--- src/hdl/ssmp_pkg.sv ---
`timescale 1ns / 1ps
`default_nettype none
// ----------------------------------------------------------------------------
// ssmp_pkg
// Shared types and constants for the startup message parser.
// ----------------------------------------------------------------------------
package ssmp_pkg;

    // Record kinds on the result channel
    localparam logic [2:0] REC_LENGTH   = 3'd0;
    localparam logic [2:0] REC_TYPE     = 3'd1;
    localparam logic [2:0] REC_VERSION  = 3'd2;
    localparam logic [2:0] REC_USER     = 3'd3;
    localparam logic [2:0] REC_USER_END = 3'd4;
    localparam logic [2:0] REC_DB       = 3'd5;
    localparam logic [2:0] REC_DB_END   = 3'd6;
    localparam logic [2:0] REC_ABORT    = 3'd7;

    // Message types
    localparam logic [2:0] MSG_STARTUP = 3'd0;
    localparam logic [2:0] MSG_SSL     = 3'd1;
    localparam logic [2:0] MSG_CANCEL  = 3'd2;
    localparam logic [2:0] MSG_GSS     = 3'd3;
    localparam logic [2:0] MSG_UNKNOWN = 3'd4;

    // Protocol word codes
    localparam logic [15:0] SPECIAL_MAJOR = 16'd1234;
    localparam logic [15:0] CODE_SSL      = 16'd5679;
    localparam logic [15:0] CODE_CANCEL   = 16'd5678;
    localparam logic [15:0] CODE_GSS      = 16'd5680;

    // Queue between front and back
    localparam int QUEUE_DEPTH = 4;
    localparam int QUEUE_AW    = 2;

    // Up to three records caused by one input byte
    typedef struct packed {
        logic [1:0]       count;
        logic [2:0][2:0]  kind;
        logic [31:0]      length;
        logic [2:0]       msg_type;
        logic [15:0]      major;
        logic [15:0]      minor;
        logic [7:0]       value;
    } ssmp_bundle_t;

    // Characters of the name "user"
    function automatic logic [7:0] user_char(input logic [1:0] pos);
        logic [7:0] c;
        case (pos)
            2'd0:    c = 8'h75;
            2'd1:    c = 8'h73;
            2'd2:    c = 8'h65;
            default: c = 8'h72;
        endcase
        return c;
    endfunction

    // Characters of the name "database"
    function automatic logic [7:0] db_char(input logic [2:0] pos);
        logic [7:0] c;
        case (pos)
            3'd0:    c = 8'h64;
            3'd1:    c = 8'h61;
            3'd2:    c = 8'h74;
            3'd3:    c = 8'h61;
            3'd4:    c = 8'h62;
            3'd5:    c = 8'h61;
            3'd6:    c = 8'h73;
            default: c = 8'h65;
        endcase
        return c;
    endfunction

endpackage
`default_nettype wire

--- src/hdl/ssmp_front.sv ---
`timescale 1ns / 1ps
`default_nettype none
// ----------------------------------------------------------------------------
// ssmp_front
// Accepts payload bytes, tracks the parse and builds one record bundle per byte.
// ----------------------------------------------------------------------------
module ssmp_front
    import ssmp_pkg::*;
#(
    parameter int MAX_PAIRS  = 16,
    parameter int VALUE_KEEP = 191
) (
    input  wire logic         aclk,
    input  wire logic         aresetn,
    input  wire logic         accept,
    input  wire logic [7:0]   data_byte,
    input  wire logic         last_byte,
    output ssmp_bundle_t      bundle,
    output logic              push
);

    localparam int VCW = $clog2(VALUE_KEEP + 1);
    localparam int PCW = $clog2(MAX_PAIRS + 1);

    localparam logic [2:0] PH_HEADER = 3'd0;
    localparam logic [2:0] PH_NAME   = 3'd1;
    localparam logic [2:0] PH_VUSER  = 3'd2;
    localparam logic [2:0] PH_VDB    = 3'd3;
    localparam logic [2:0] PH_VOTHER = 3'd4;
    localparam logic [2:0] PH_DONE   = 3'd5;

    logic [2:0]     phase_reg, phase_next;
    logic [2:0]     hcount_reg, hcount_next;
    logic [55:0]    shift_reg, shift_next;
    logic [3:0]     npos_reg, npos_next;
    logic [1:0]     flags_reg, flags_next;
    logic [VCW-1:0] vcount_reg, vcount_next;
    logic [PCW-1:0] pairs_reg, pairs_next;

    // Decode one byte into state updates and records
    always_comb begin
        logic [63:0] hdr;
        logic [1:0]  n;
        logic        keep;
        logic [2:0]  base;
        phase_next  = phase_reg;
        hcount_next = hcount_reg;
        shift_next  = shift_reg;
        npos_next   = npos_reg;
        flags_next  = flags_reg;
        vcount_next = vcount_reg;
        pairs_next  = pairs_reg;
        bundle      = '0;
        hdr         = {shift_reg, data_byte};
        n           = 2'd0;
        keep        = (phase_reg == PH_VUSER) || (phase_reg == PH_VDB);
        base        = (phase_reg == PH_VUSER) ? REC_USER : REC_DB;

        if (accept) begin
            case (phase_reg)
                PH_HEADER: begin
                    shift_next  = hdr[55:0];
                    hcount_next = hcount_reg + 3'd1;
                    if (hcount_reg == 3'd7) begin
                        bundle.length  = hdr[63:32];
                        bundle.kind[0] = REC_LENGTH;
                        bundle.kind[1] = REC_TYPE;
                        if (hdr[31:16] == SPECIAL_MAJOR) begin
                            bundle.count = 2'd2;
                            if (hdr[15:0] == CODE_SSL) begin
                                bundle.msg_type = MSG_SSL;
                            end else if (hdr[15:0] == CODE_CANCEL) begin
                                bundle.msg_type = MSG_CANCEL;
                            end else if (hdr[15:0] == CODE_GSS) begin
                                bundle.msg_type = MSG_GSS;
                            end else begin
                                bundle.msg_type = MSG_UNKNOWN;
                            end
                            phase_next = PH_DONE;
                        end else begin
                            bundle.count    = 2'd3;
                            bundle.msg_type = MSG_STARTUP;
                            bundle.kind[2]  = REC_VERSION;
                            bundle.major    = hdr[31:16];
                            bundle.minor    = hdr[15:0];
                            pairs_next      = '0;
                            npos_next       = 4'd0;
                            flags_next      = 2'b11;
                            vcount_next     = '0;
                            phase_next      = PH_NAME;
                        end
                    end
                end
                PH_NAME: begin
                    if (data_byte == 8'd0) begin
                        if (npos_reg == 4'd0) begin
                            phase_next = PH_DONE;
                        end else if (flags_reg[0] && npos_reg == 4'd4) begin
                            phase_next = PH_VUSER;
                        end else if (flags_reg[1] && npos_reg == 4'd8) begin
                            phase_next = PH_VDB;
                        end else begin
                            phase_next = PH_VOTHER;
                        end
                        vcount_next = '0;
                    end else begin
                        if (npos_reg >= 4'd4 || data_byte != user_char(npos_reg[1:0])) begin
                            flags_next[0] = 1'b0;
                        end
                        if (npos_reg >= 4'd8 || data_byte != db_char(npos_reg[2:0])) begin
                            flags_next[1] = 1'b0;
                        end
                        if (npos_reg != 4'd15) begin
                            npos_next = npos_reg + 4'd1;
                        end
                    end
                end
                PH_VUSER, PH_VDB, PH_VOTHER: begin
                    if (data_byte == 8'd0) begin
                        if (keep) begin
                            bundle.kind[0] = base + 3'd1;
                            bundle.count   = 2'd1;
                        end
                        pairs_next  = pairs_reg + PCW'(1);
                        npos_next   = 4'd0;
                        flags_next  = 2'b11;
                        vcount_next = '0;
                        phase_next  = (pairs_next >= PCW'(MAX_PAIRS)) ? PH_DONE : PH_NAME;
                    end else begin
                        if (keep && vcount_reg < VCW'(VALUE_KEEP)) begin
                            bundle.kind[n] = base;
                            bundle.value   = data_byte;
                            vcount_next    = vcount_reg + VCW'(1);
                            n              = n + 2'd1;
                        end
                        if (keep && last_byte) begin
                            bundle.kind[n] = REC_ABORT;
                            n              = n + 2'd1;
                        end
                        bundle.count = n;
                    end
                end
                default: begin
                end
            endcase

            // Return to reset after the final byte
            if (last_byte) begin
                phase_next  = PH_HEADER;
                hcount_next = 3'd0;
                shift_next  = '0;
                npos_next   = 4'd0;
                flags_next  = 2'b11;
                vcount_next = '0;
                pairs_next  = '0;
            end
        end
    end

    assign push = accept && (bundle.count != 2'd0);

    // Parse state
    always_ff @(posedge aclk) begin
        if (!aresetn) begin
            phase_reg  <= PH_HEADER;
            hcount_reg <= 3'd0;
            shift_reg  <= '0;
            npos_reg   <= 4'd0;
            flags_reg  <= 2'b11;
            vcount_reg <= '0;
            pairs_reg  <= '0;
        end else begin
            phase_reg  <= phase_next;
            hcount_reg <= hcount_next;
            shift_reg  <= shift_next;
            npos_reg   <= npos_next;
            flags_reg  <= flags_next;
            vcount_reg <= vcount_next;
            pairs_reg  <= pairs_next;
        end
    end

endmodule
`default_nettype wire

--- src/hdl/ssmp_queue.sv ---
`timescale 1ns / 1ps
`default_nettype none
// ----------------------------------------------------------------------------
// ssmp_queue
// Short FIFO of record bundles between the front and the back.
// ----------------------------------------------------------------------------
module ssmp_queue
    import ssmp_pkg::*;
(
    input  wire logic          aclk,
    input  wire logic          aresetn,
    input  wire logic          push,
    input  wire ssmp_bundle_t  wr_data,
    output logic               full,
    input  wire logic          pop,
    output ssmp_bundle_t       rd_data,
    output logic               not_empty
);

    ssmp_bundle_t          entry_reg [QUEUE_DEPTH];
    logic [QUEUE_AW-1:0]   wptr_reg, rptr_reg;
    logic [QUEUE_AW:0]     fill_reg, fill_next;

    assign full      = (fill_reg == (QUEUE_AW + 1)'(QUEUE_DEPTH));
    assign not_empty = (fill_reg != '0);
    assign rd_data   = entry_reg[rptr_reg];

    always_comb begin
        fill_next = fill_reg;
        if (push && !pop) begin
            fill_next = fill_reg + 1'b1;
        end else if (pop && !push) begin
            fill_next = fill_reg - 1'b1;
        end
    end

    // Store bundles
    always_ff @(posedge aclk) begin
        if (push) begin
            entry_reg[wptr_reg] <= wr_data;
        end
    end

    // Advance pointers
    always_ff @(posedge aclk) begin
        if (!aresetn) begin
            wptr_reg <= '0;
            rptr_reg <= '0;
            fill_reg <= '0;
        end else begin
            if (push) begin
                wptr_reg <= wptr_reg + 1'b1;
            end
            if (pop) begin
                rptr_reg <= rptr_reg + 1'b1;
            end
            fill_reg <= fill_next;
        end
    end

endmodule
`default_nettype wire

--- src/hdl/ssmp_back.sv ---
`timescale 1ns / 1ps
`default_nettype none
// ----------------------------------------------------------------------------
// ssmp_back
// Unpacks bundles into single records and drives the registered result port.
// ----------------------------------------------------------------------------
module ssmp_back
    import ssmp_pkg::*;
(
    input  wire logic          aclk,
    input  wire logic          aresetn,
    input  wire ssmp_bundle_t  head,
    input  wire logic          head_valid,
    output logic               pop,
    output logic               m_valid,
    input  wire logic          m_ready,
    output logic [2:0]         m_record_kind,
    output logic [31:0]        m_message_length,
    output logic [2:0]         m_message_type,
    output logic [15:0]        m_version_major,
    output logic [15:0]        m_version_minor,
    output logic [7:0]         m_value_byte,
    output logic               m_run_last
);

    logic        load;
    logic        final_rec;
    logic [1:0]  idx_reg;
    logic [2:0]  kind;
    logic        valid_reg;
    logic [2:0]  kind_reg;
    logic [31:0] len_reg;
    logic [2:0]  type_reg;
    logic [15:0] major_reg, minor_reg;
    logic [7:0]  value_reg;
    logic        last_reg;

    assign load      = head_valid && (!valid_reg || m_ready);
    assign kind      = head.kind[idx_reg];
    assign final_rec = (idx_reg == head.count - 2'd1);
    assign pop       = load && final_rec;

    // Walk records within the head bundle
    always_ff @(posedge aclk) begin
        if (!aresetn) begin
            idx_reg   <= 2'd0;
            valid_reg <= 1'b0;
        end else begin
            if (load) begin
                idx_reg <= final_rec ? 2'd0 : idx_reg + 2'd1;
            end
            if (load) begin
                valid_reg <= 1'b1;
            end else if (m_ready) begin
                valid_reg <= 1'b0;
            end
        end
    end

    // Hold the output transaction, zero fields not tied to its kind
    always_ff @(posedge aclk) begin
        if (load) begin
            kind_reg  <= kind;
            len_reg   <= (kind == REC_LENGTH) ? head.length : 32'd0;
            type_reg  <= (kind == REC_TYPE) ? head.msg_type : 3'd0;
            major_reg <= (kind == REC_VERSION) ? head.major : 16'd0;
            minor_reg <= (kind == REC_VERSION) ? head.minor : 16'd0;
            value_reg <= (kind == REC_USER || kind == REC_DB) ? head.value : 8'd0;
            last_reg  <= final_rec;
        end
    end

    assign m_valid          = valid_reg;
    assign m_record_kind    = kind_reg;
    assign m_message_length = len_reg;
    assign m_message_type   = type_reg;
    assign m_version_major  = major_reg;
    assign m_version_minor  = minor_reg;
    assign m_value_byte     = value_reg;
    assign m_run_last       = last_reg;

endmodule
`default_nettype wire

--- src/hdl/sql_startup_message_parser_top.sv ---
`timescale 1ns / 1ps
`default_nettype none
// ----------------------------------------------------------------------------
// sql_startup_message_parser_top
// Startup message parser: length, type, version and user/database values.
// ----------------------------------------------------------------------------
// Usage:
//   s_ channel: one payload byte per transaction, s_last_byte on the final
//   byte. Parse state returns to its initial state after that byte.
//   m_ channel: one record per transaction; m_run_last marks the final
//   record caused by an input byte. Bytes causing no record yield nothing.
// Path: each byte's bundle is written into the queue, and its records are
//   then registered one at a time at the back's output; with the output
//   free, further records of the same byte follow one per cycle.
// Throughput: one byte per cycle while the queue is not full. The back
//   emits one record per cycle with the output free; the header byte (three
//   records) and a last value byte (two) are absorbed by a four-bundle queue.
// Reset: synchronous, active low; queue emptied, parser at the header.
// Stall: while m_ready is low the output holds; s_ready drops only once
//   the queue is full.
// ----------------------------------------------------------------------------
module sql_startup_message_parser_top
    import ssmp_pkg::*;
#(
    parameter int MAX_PAIRS  = 16,
    parameter int VALUE_KEEP = 191
) (
    input  wire logic          aclk,
    input  wire logic          aresetn,
    input  wire logic          s_valid,
    output logic               s_ready,
    input  wire logic [7:0]    s_data_byte,
    input  wire logic          s_last_byte,
    output logic               m_valid,
    input  wire logic          m_ready,
    output logic [2:0]         m_record_kind,
    output logic [31:0]        m_message_length,
    output logic [2:0]         m_message_type,
    output logic [15:0]        m_version_major,
    output logic [15:0]        m_version_minor,
    output logic [7:0]         m_value_byte,
    output logic               m_run_last
);

    ssmp_bundle_t wr_bundle;
    ssmp_bundle_t head;
    logic         push;
    logic         pop;
    logic         full;
    logic         head_valid;
    logic         accept;

    assign s_ready = !full;
    assign accept  = s_valid && s_ready;

    ssmp_front #(
        .MAX_PAIRS  (MAX_PAIRS),
        .VALUE_KEEP (VALUE_KEEP)
    ) u_front (
        .aclk      (aclk),
        .aresetn   (aresetn),
        .accept    (accept),
        .data_byte (s_data_byte),
        .last_byte (s_last_byte),
        .bundle    (wr_bundle),
        .push      (push)
    );

    ssmp_queue u_queue (
        .aclk      (aclk),
        .aresetn   (aresetn),
        .push      (push),
        .wr_data   (wr_bundle),
        .full      (full),
        .pop       (pop),
        .rd_data   (head),
        .not_empty (head_valid)
    );

    ssmp_back u_back (
        .aclk             (aclk),
        .aresetn          (aresetn),
        .head             (head),
        .head_valid       (head_valid),
        .pop              (pop),
        .m_valid          (m_valid),
        .m_ready          (m_ready),
        .m_record_kind    (m_record_kind),
        .m_message_length (m_message_length),
        .m_message_type   (m_message_type),
        .m_version_major  (m_version_major),
        .m_version_minor  (m_version_minor),
        .m_value_byte     (m_value_byte),
        .m_run_last       (m_run_last)
    );

    // A full queue always has a record waiting at the output
    assert property (@(posedge aclk) disable iff (!aresetn) !s_ready |-> m_valid)
        else $error("queue full without a pending output record");

    // An abort record always closes the records of its byte
    assert property (@(posedge aclk) disable iff (!aresetn)
        (m_valid && m_record_kind == REC_ABORT) |-> m_run_last)
        else $error("abort record not marked last");

    // Length field is zero outside length records
    assert property (@(posedge aclk) disable iff (!aresetn)
        (m_valid && m_record_kind != REC_LENGTH) |-> (m_message_length == 32'd0))
        else $error("length field set on a non-length record");

    // Reset leaves no record pending
    assert property (@(posedge aclk) !aresetn |=> !m_valid)
        else $error("output valid right after reset");

endmodule
`default_nettype wire

--- config.mk ---
export PLATFORM = sky130hd
export DESIGN_NAME = sql_startup_message_parser_top
export DESIGN_NICKNAME = d
export VERILOG_FILES = /design/src/hdl/ssmp_pkg.sv /design/src/hdl/ssmp_front.sv /design/src/hdl/ssmp_queue.sv /design/src/hdl/ssmp_back.sv /design/src/hdl/sql_startup_message_parser_top.sv
export SDC_FILE = /design/constraint.sdc
export NUM_CORES = 1
export LEC_CHECK = 0
export ABC_CLOCK_PERIOD_IN_PS = 8500
export BUFFER_PORTS_ARGS = -buffer_cell sky130_fd_sc_hd__buf_2
export CAP_MARGIN = 20
export CORE_MARGIN = 4
export CORE_UTILIZATION = 60
export DETAILED_ROUTE_END_ITERATION = 7
export PLACE_DENSITY = 0.79
export SYNTH_ARGS = -nofsm -noshare
export SYNTH_HDL_FRONTEND = slang
export SYNTH_HIERARCHICAL = 1
export SYNTH_SLANG_ARGS = --single-unit
--- constraint.sdc ---
create_clock -name aclk -period 8.5 [get_ports aclk]
set_clock_uncertainty 0.1 [all_clocks]
set_input_delay 0.85 -clock aclk [delete_from_list [all_inputs] [get_ports aclk]]
set_output_delay 0.85 -clock aclk [all_outputs]
set_load 0.05 [all_outputs]
Word level (Yosys, flattened, before mapping):

Memory sizes are Yosys's and may differ from the RTL's. A register that Yosys moved wholly into a read port is not among the register bits.
Index checks and enable logic that the tools add are counted.

* $add $sub $neg: 12
* $lt $le $gt $ge: 7
* equality and inequality tests: 37
* muxes and demuxes: 92
* bitwise logic cells: 1
* reduce and logical (&&, ||, !) cells: 42

Operators with widths (number)
* 8-bit 2-to-1 mux: 15
* 56-bit 2-to-1 mux: 2
* 86-bit 2-to-1 mux: 1
* 3-bit 2-to-1 mux: 26
* 78-bit 2-to-1 mux: 1
* 67-bit 2-to-1 mux: 1
* 16-bit by 13-bit equality test with 1-bit output, second input constant: 3
* 32-bit 2-to-1 mux: 1
* 2-bit 2-to-1 mux: 14
* 5-bit case mux with 5 select lines: 1
* 4-bit 2-to-1 mux: 6
* 8-bit case mux with 3 select lines: 1
* 11-bit case mux with 2 select lines: 1
* 3-bit equality test, second input constant: 7
* 7-bit AND reduction: 3
* 5-bit 2-to-1 mux: 4
* 3-bit by 2-bit equality test with 1-bit output, second input constant: 6
* 3-bit by 2-bit != test with 1-bit output, second input constant: 6
* 16-bit by 11-bit equality test with 1-bit output, second input constant: 1
* 8-bit != test: 2
* 5-bit case mux with 3 select lines: 1
* 4-bit case mux with 3 select lines: 1
* 1-bit logical AND: 11
* 5-bit case mux with 2 select lines: 1
* 43 further kinds: 75

* register bits after elaboration: 170
* memory bits (writable): 344
* memories: 1

Memory list
* u_queue.entry_reg: words 4, bits a word 86, rd ports 1, clocked after Yosys merged registers in 1, write ports 1, line ssmp_queue.sv:20 `ssmp_bundle_t entry_reg [QUEUE_DEPTH];`

Logic depth before layout (Yosys ltp):

Gate-level depths: netlist of the first run.

* depth in word-level cells: 22
* gate-level depth with buffers: 14
* gate-level depth less buffers: 14

Hierarchy:

The synthesis of the first run kept the hierarchy.

Modules (own cells, without submodules)
* ssmp_queue: instances 1, cells an instance 493, area an instance 12889.9 µm², seq. area each 10510.1 µm²
* ssmp_front: instances 1, cells an instance 531, area an instance 4415.5 µm², seq. area each 1621.6 µm²
* ssmp_back: instances 1, cells an instance 204, area an instance 3224.3 µm², seq. area each 2432.3 µm²
* sql_startup_message_parser_top: instances 1, cells an instance 2, area an instance 10.0 µm², seq. area each 0.0 µm²

Least setup slack after synthesis of the first run:

OpenSTA, ideal clock, no wires.

* kind: input -> register
* start: input s_data_byte[4]
* end: memory u_queue/entry_reg[0][0] (netlist name), enable pin
* setup time: 454 ps
* data arrival time: 4245 ps
* path slack: 3701 ps
* cell stages on the path: 7
* path buffers: 2
* cell sequence: buf_4 > nor4_4 > and2_1 > clkbuf_1 > nor3_1 > o31ai_1 > and2_1

* longest elaborated chain between the ends: 8

Ends and longest elaborated chain
* start, declared: line sql_startup_message_parser_top.sv:32 `input wire logic [7:0] s_data_byte,`
* 8-bit zero test: line ssmp_front.sv:119 `if (data_byte == 8'd0) begin`
* 2-bit 2-to-1 mux: line ssmp_front.sv:119
* 11-bit case mux with 2 select lines: line ssmp_front.sv:60 `case (phase_reg)`
* 86-bit 2-to-1 mux: line ssmp_front.sv:59 `if (accept) begin`
* 2-bit nonzero test: line ssmp_front.sv:160 `assign push = accept && (bundle.count != 2'd0);`
* 1-bit logical AND: line ssmp_front.sv:160
* via push: line sql_startup_message_parser_top.sv:47 `logic push;`
* 1-bit 2-to-1 mux: line ssmp_queue.sv:39 `if (push) begin`
* 1-bit 2-to-1 mux (not written as such): line ssmp_queue.sv:40 `entry_reg[wptr_reg] <= wr_data;`
* end, declared: line ssmp_queue.sv:20

The timed path passes the listed nets, and every way through them passes these cells.

Worst setup path after layout of the first run:

* start: register u_front.vcount_reg[0]
* end: memory u_queue/entry_reg[0][83] (netlist name), enable pin

* longest elaborated chain between the ends: 15

Ends and longest elaborated chain
* start, declared: line ssmp_front.sv:37 `logic [VCW-1:0] vcount_reg, vcount_next;`
* start signal, assigned: line ssmp_front.sv:178 `vcount_reg <= vcount_next;`
* 8-bit < comparator *: line ssmp_front.sv:130 `if (keep && vcount_reg < VCW'(VALUE_KEEP)) begin`
* 1-bit logical AND *: line ssmp_front.sv:130
* 1-bit 2-to-1 mux *: line ssmp_front.sv:130
* 2-bit 2-to-1 mux *: line ssmp_front.sv:119
* 2-bit 2-to-1 mux *: line ssmp_front.sv:60
* 2-bit 2-to-1 mux *: line ssmp_front.sv:59
* 2-bit by 1-bit adder with 2-bit output: line ssmp_front.sv:138 `n = n + 2'd1;`
* 2-bit 2-to-1 mux *: line ssmp_front.sv:136 `if (keep && last_byte) begin`
* 2-bit 2-to-1 mux *: line ssmp_front.sv:119
* 11-bit case mux with 2 select lines *: line ssmp_front.sv:60
* 86-bit 2-to-1 mux *: line ssmp_front.sv:59
* 2-bit nonzero test *: line ssmp_front.sv:160
* 1-bit logical AND *: line ssmp_front.sv:160
* via push: line sql_startup_message_parser_top.sv:47
* 1-bit 2-to-1 mux *: line ssmp_queue.sv:39
* 1-bit 2-to-1 mux (not written as such) *: line ssmp_queue.sv:40

Mark *: on every way through the listed nets, which the timed path passes. The rest lies on a longest branch. The select of a mux whose other input is x is not followed.

==> results of run 1 <==
[where the power goes]
group | internal (uW) | switching, uW
combinational | 18.9 | 46.0
sequential | 2700 | 6.78
clock | 1190 | 894
[per-layer routing]
layer  track usage  vias up
met2         0.370      376
met1         0.296     5458
met3        0.0367       66
li1              -     4866
met4        0.0512        0
met5             0        -
[layout make-up]
class,instances,area (sq um)
timing repair buffer,109,641
sequential,516,14600
multi-input combinational,625,5480
clock buffer,76,1420
inverter,17,65.1
tap,448,561
clock inverter,16,129
fill,2138,10700
[cells by family (layout without fill, tap and decap cells)]
logic type / after synthesis / in the layout / share of synthesized area
flip-flops: 516 / 516 / 0.709
AND/OR/NAND/NOR: 366 / 366 / 0.102
AO/OA/AOI/OAI: 124 / 124 / 0.0445
multiplexers: 98 / 98 / 0.100
buffers and inverters: 90 / 218 / 0.0255
XOR/XNOR: 18 / 18 / 0.00768
adder cells (fa/ha/maj): 17 / 17 / 0.0107
other: 1 / 2 / 0.000183
[per-stage QoR]
step                hold slack (ps)  utilization  cell area, sq um  worst slack, ps
floorplan                       340            -             20500             3700
global placement                352        0.631             21200             4160
detailed placement              358        0.631             21200             4030
CTS                             367        0.678             22800             4090
global route                    396        0.680             22900             3830
finish                          364        0.680             22900             4280
[cell usage in the layout, fill, tap and decap left out, types with 9 or more instances in the layout]
cell         n
mux2i_1     11
xor2_1      11
a21oi_1     15
clkbuf_1    19
clkinv_2     9
inv_1       14
buf_4       11
nor2_1      85
buf_2       93
clkbuf_16   51
a22oi_1     58
edfxtp_1   423
nor2b_1      9
and2_1     147
dfxtp_1     91
ha_1        16
o21ai_0     11
nor3_1      12
nand2_1     32
nand3_1     14
mux4_2      86
[worst paths after layout]
kind / startpoint / endpoint / slack, ps / cells past startpoint
min: u_front/pairs_reg[4]$_SDFFE_PN0P_ / u_front/pairs_reg[4]$_SDFFE_PN0P_ / 360 / 2
min reg2reg: u_front/pairs_reg[4]$_SDFFE_PN0P_ / u_front/pairs_reg[4]$_SDFFE_PN0P_ / 360 / 2
max reg2reg: u_front/vcount_reg[0]$_SDFFE_PN0P_ / u_queue/entry_reg[0][83]$_DFFE_PP_ / 4280 / 10
max: u_front/vcount_reg[0]$_SDFFE_PN0P_ / u_queue/entry_reg[0][83]$_DFFE_PP_ / 4280 / 10
[tightest hold or removal path: stages (launching register included)]
cell,delay (ps)
dfxtp_1,320
nand2_1,50
a21oi_1,50
==> qor.txt, run 1 <==
Leading area contributor after synthesis: edfxtp_1
Initial antenna violation count: 0
Uppermost layer routed: met4
CP Cell Sequence: ha_1 > nand3_1 > nor2_1 > o21a_1 > nor2_1 > ha_1 > nor3_1 > o31ai_1 > and2_4 > buf_4
Area of the core: 33600 sq um
# nets final: 1348
Wire length on met1: 15900 um
Top cell type's share of synthesized area: 0.618
Async SR Flop Fraction: 0
Total Routed Length: 39800 um
Post-Synthesis Cell Area: 20500 sq um
CP Class: register to register
Crit Path Max Fanout: 59
Top_reg_cell synth: edfxtp_1
Total number of H-tree levels: 2
Seq/Total Area, Yosys: 0.709
Cell Count, Final, Fillers Out: 1807
Unrepaired setup endpoints after global routing: false
Final hold vios: 0
Final setup fails: 0
Slew at the pin closest to its max-slew limit: 1030 ps
# diodes: 0
CTS sink count: 516
Area Overhead vs Synth: 11.4%
Max Cap Viol: 0
First-pass GRT wire length: 62100 um
DPL Wire Length: 23300 um
Fin crit share: 0.497
DRC viols: 0
Slew Limit Headroom: 0.316
CTS tree: yes
Setup bufs post-CTS: 0
Post-Synthesis Cells: 1230
Most common cell in the netlist: edfxtp_1
Leakage: 0.00797 uW
Number of global-route vias before repair: 10900
Clk_lat worst skew: 560 ps
Setup_tns: 0 ps
Maximum vdd drop: 0.136 mV
Synth cell count leaders: edfxtp_1 (423), and2_1 (152), dfxtp_1 (93), mux4_2 (86), nor2_1 (86)
Pre-Repair DR Iteration Count: 8
Synth warnings: 6
Critical Path End Type: register
Power Total: 4850 uW
FMAX: 237 MHz
Cell variety after synth: 72
Largest net degree at the start of global routing: 80
Maximum buffer depth of the clock tree: 3
Initial Util: 0.611
Share of layout cells above drive strength 1: 0.224
Number of synthesized register bits: 516
Die width: 193 um
DIE AREA: 37300 sq um
Reg clk slew, reported paths: 60 ps
RePlAce Congestion: 0.829
Number of flip-flops in the largest register: 344
Arrival time worst endpoint: 4300 ps
Post-route minimum period: 4220 ps
Worst endpoint required time: 8570 ps
Crit path max-delay family: simple AND/OR/NAND/NOR gates
Global Route Usage Sum: 0.216
Slowest stage delay, CP: 780 ps
Worst Path Buf+Inv: 1
Die Y: 193 um
Grt ovf: 0
Slew Viols, Final: 0
Antenna Violating Nets Remaining: 0
Via count: 10800
WL met2: 20500 um
Hold Crit Class: register to register
Via/cell ratio: 5.96
Pwr Density: 212 nW/um^2
Violation count after the first detailed-route iteration: 1068
IO buf count: 93
PostCTS Resize Cnt: 0
CTS buffer count: 49
Outcome: finished, final reports clean
Cts hold-fix bufs: 0
Mapped Avg Cell Area: 16.7 sq um
Routed wl met3: 2610 um
Top Ports: 94
Cell count after placement: 1710
Largest cells by area after synthesis: edfxtp_1 (62%), mux4_2 (9.4%), dfxtp_1 (9.1%)
Root Driver: clkbuf_16
Crit path launch type: register
WL per Instance: 22.0 um
Num rows: 67
Slowest-stage cell, CP: o31ai_1
Number of synthesized flops with an enable pin: 423
(Power assumes the default switching activity.)
==> run 2, diff against run 1 <==
Settings changed: ABC_CLOCK_PERIOD_IN_PS 8500 to 4000.
Clock period 8.5 ns to 4 ns, I/O delays scaled along.
==> qor.txt, run 2 (synthesis gave the netlist of run 1 again) <==
Initial Util: 0.611 (unchanged)
Sequential power share: 0.545 (-0.012)
Global Route Usage Sum: 0.216 (-0.000247)
Total Routed Length: 39400 um (-1.1%)
Hold Crit Class: input pin to register
# diodes: 0 (unchanged)
Antenna Violating Nets Remaining: 0 (unchanged)
DPL Wire Length: 23400 um (+0.61%)
Via/cell ratio: 5.97 (+0.16%)
Die width: 193 um (unchanged)
Largest net degree at the start of global routing: 80 (unchanged)
Slew at the pin closest to its max-slew limit: 1140 ps (+113 ps)
Arrival time worst endpoint: 3800 ps (-500 ps)
Crit Path Max Fanout: 7 (-88%)
Grt ovf: 0 (unchanged)
Cell Area, Placed: 21400 sq um (+0.95%)
Final hold vios: 0 (unchanged)
CTS sink count: 516 (unchanged)
Clock share of power: 0.442 (+0.013)
Global Route met2 Usage: 0.367 (-0.00283)
Sw frac: 0.193 (-0.00198)
Maximum vdd drop: 0.308 mV (+130%)
Reg clk slew, reported paths: 60 ps (about the same)
First-pass GRT wire length: 61900 um (-0.29%)
Hold slack: 117 ps (-248 ps)
Area of the core: 33600 sq um (unchanged)
FMAX: 291 MHz (+23%)
Num rows: 67 (unchanged)
CTS tree: yes
Max Cap Viol: 0 (unchanged)
Fin area: 23100 sq um (+0.86%)
CP Class: register to register
Die Y: 193 um (unchanged)
Fin crit share: 0.858 (+0.361)
Initial antenna violation count: 0 (unchanged)
# nets final: 1362 (+1.0%)
Crit path launch type: register
PostCTS Resize Cnt: 0 (unchanged)
Slew Viols, Final: 0 (unchanged)
WL per Instance: 21.6 um (-1.8%)
DRC viols: 0 (unchanged)
Maximum buffer depth of the clock tree: 3 (unchanged)
Outcome: finished, final reports clean
Critical Path End Type: register
Comb power frac: 0.013 (about the same)
Via count: 10900 (+0.94%)
Number of cells on the worst hold path: 3 (+1)
Worst R2R Path Depth: 15 (+5)
Setup_tns: 0 ps (unchanged)
RePlAce Congestion: 0.800 (-3.6%)
DIE AREA: 37300 sq um (unchanged)
Int Power: 8510 uW (+120%)
CTS buffer count: 49 (unchanged)
Gr busiest metal: met2
Pwr Density: 457 nW/um^2 (+120%)
Violation count after the first detailed-route iteration: 988 (-7.5%)
Final setup fails: 0 (unchanged)
Clk_lat worst skew: 560 ps (about the same)
Share of layout cells above drive strength 1: 0.237 (+0.0137)
Root Driver: clkbuf_16
Pre-Repair DR Iteration Count: 5 (-3)
Number of global-route vias before repair: 11100 (+2.2%)
Most common cell after layout, fill and taps aside: edfxtp_1
Unrepaired setup endpoints after global routing: false
Slew Limit Headroom: 0.239 (-0.0772)
Leading cell types in the layout, fill and taps excluded: edfxtp_1 (423), and2_1 (147), buf_2 (93)
Net Switching: 2040 uW (+110%)
Area Overhead vs Synth: 12.3%
Flop2flop setup slack: 570 ps (-3710 ps)
Setup bufs post-CTS: 0 (unchanged)
Met3 Track Usage GR: 0.0367 (unchanged)
Post-route minimum period: 3430 ps (-791 ps)
Total number of H-tree levels: 2 (unchanged)
Worst endpoint required time: 4370 ps (-4200 ps)
GR Util met1: 0.289 (-0.00670)
Leakage: 0.00809 uW (+1.5%)
Cts hold-fix bufs: 0 (unchanged)
Number of flip-flops in the largest register: 344 (unchanged)
IO buf count: 93 (unchanged)
Top Ports: 94 (unchanged)
[run 2: changes by cell type in the layout (fill, tap and decap cells not counted), sizes merged]
cell      before  now
clkbuf        77   69
clkinv        14   16
buf          108  123
clkinvlp       1    3
bufinv         1    4
[run 2: worst paths after layout]
check | start | to
worst max-delay path | u_front/vcount_reg[0]$_SDFFE_PN0P_ | u_queue/fill_reg[2]$_SDFFE_PN0P_
worst max register to register | u_front/vcount_reg[0]$_SDFFE_PN0P_ | u_queue/fill_reg[2]$_SDFFE_PN0P_
worst min-delay path | s_data_byte[7] | u_front/shift_reg[7]$_SDFFE_PN0P_
worst min register to register | u_front/pairs_reg[4]$_SDFFE_PN0P_ | u_front/pairs_reg[4]$_SDFFE_PN0P_
[run 2: critical path: stages, from the launching register on]
cell,delay (ps)
dfxtp_1,370
ha_1,240
nand3_1,110
nor2_1,190
o21a_1,190
nor2_1,70
ha_1,300
nor3_1,60
o31ai_1,220
buf_4,200
ha_1,200
inv_1,70
fa_1,370
xor2_1,160
or3_1,310
a21boi_0,190
[run 2: layer usage]
layer  share of wire  vias up
li1                -     4900
met1            0.39     5456
met2            0.51      440
met3           0.070       71
met4           0.029        0
met5               0        -
[run 2: stage by stage]
stage               std cells  utilization  setup slack, ps  power, uW
floorplan                1231            -             99.5       5960
global placement         1729        0.637              768       6000
detailed placement       1729        0.637              610       6000
CTS                      1821        0.686              599      10600
global route             1821        0.686              373      10900
finish                   1821        0.686              566      10500
[run 2: power groups by stage]
stage | Clock, uW | Sequential [uW] | Combinational [uW]
2_1_floorplan | 0 | 5860 | 99.7
3_3_place_gp | 0 | 5860 | 134
4_1_cts | 4730 | 5750 | 138
3_5_place_dp | 0 | 5860 | 137
5_1_grt | 4990 | 5740 | 151
6_report | 4650 | 5750 | 138
[run 2: final cells by class]
type	instances	area, sq um
Inverter	17	65.1
Multi-Input combinational cell	625	5480
Tap cell	448	561
Sequential cell	516	14600
Clock inverter	23	228
Clock buffer	69	1410
Timing Repair Buffer	123	753
Fill cell	2139	10500
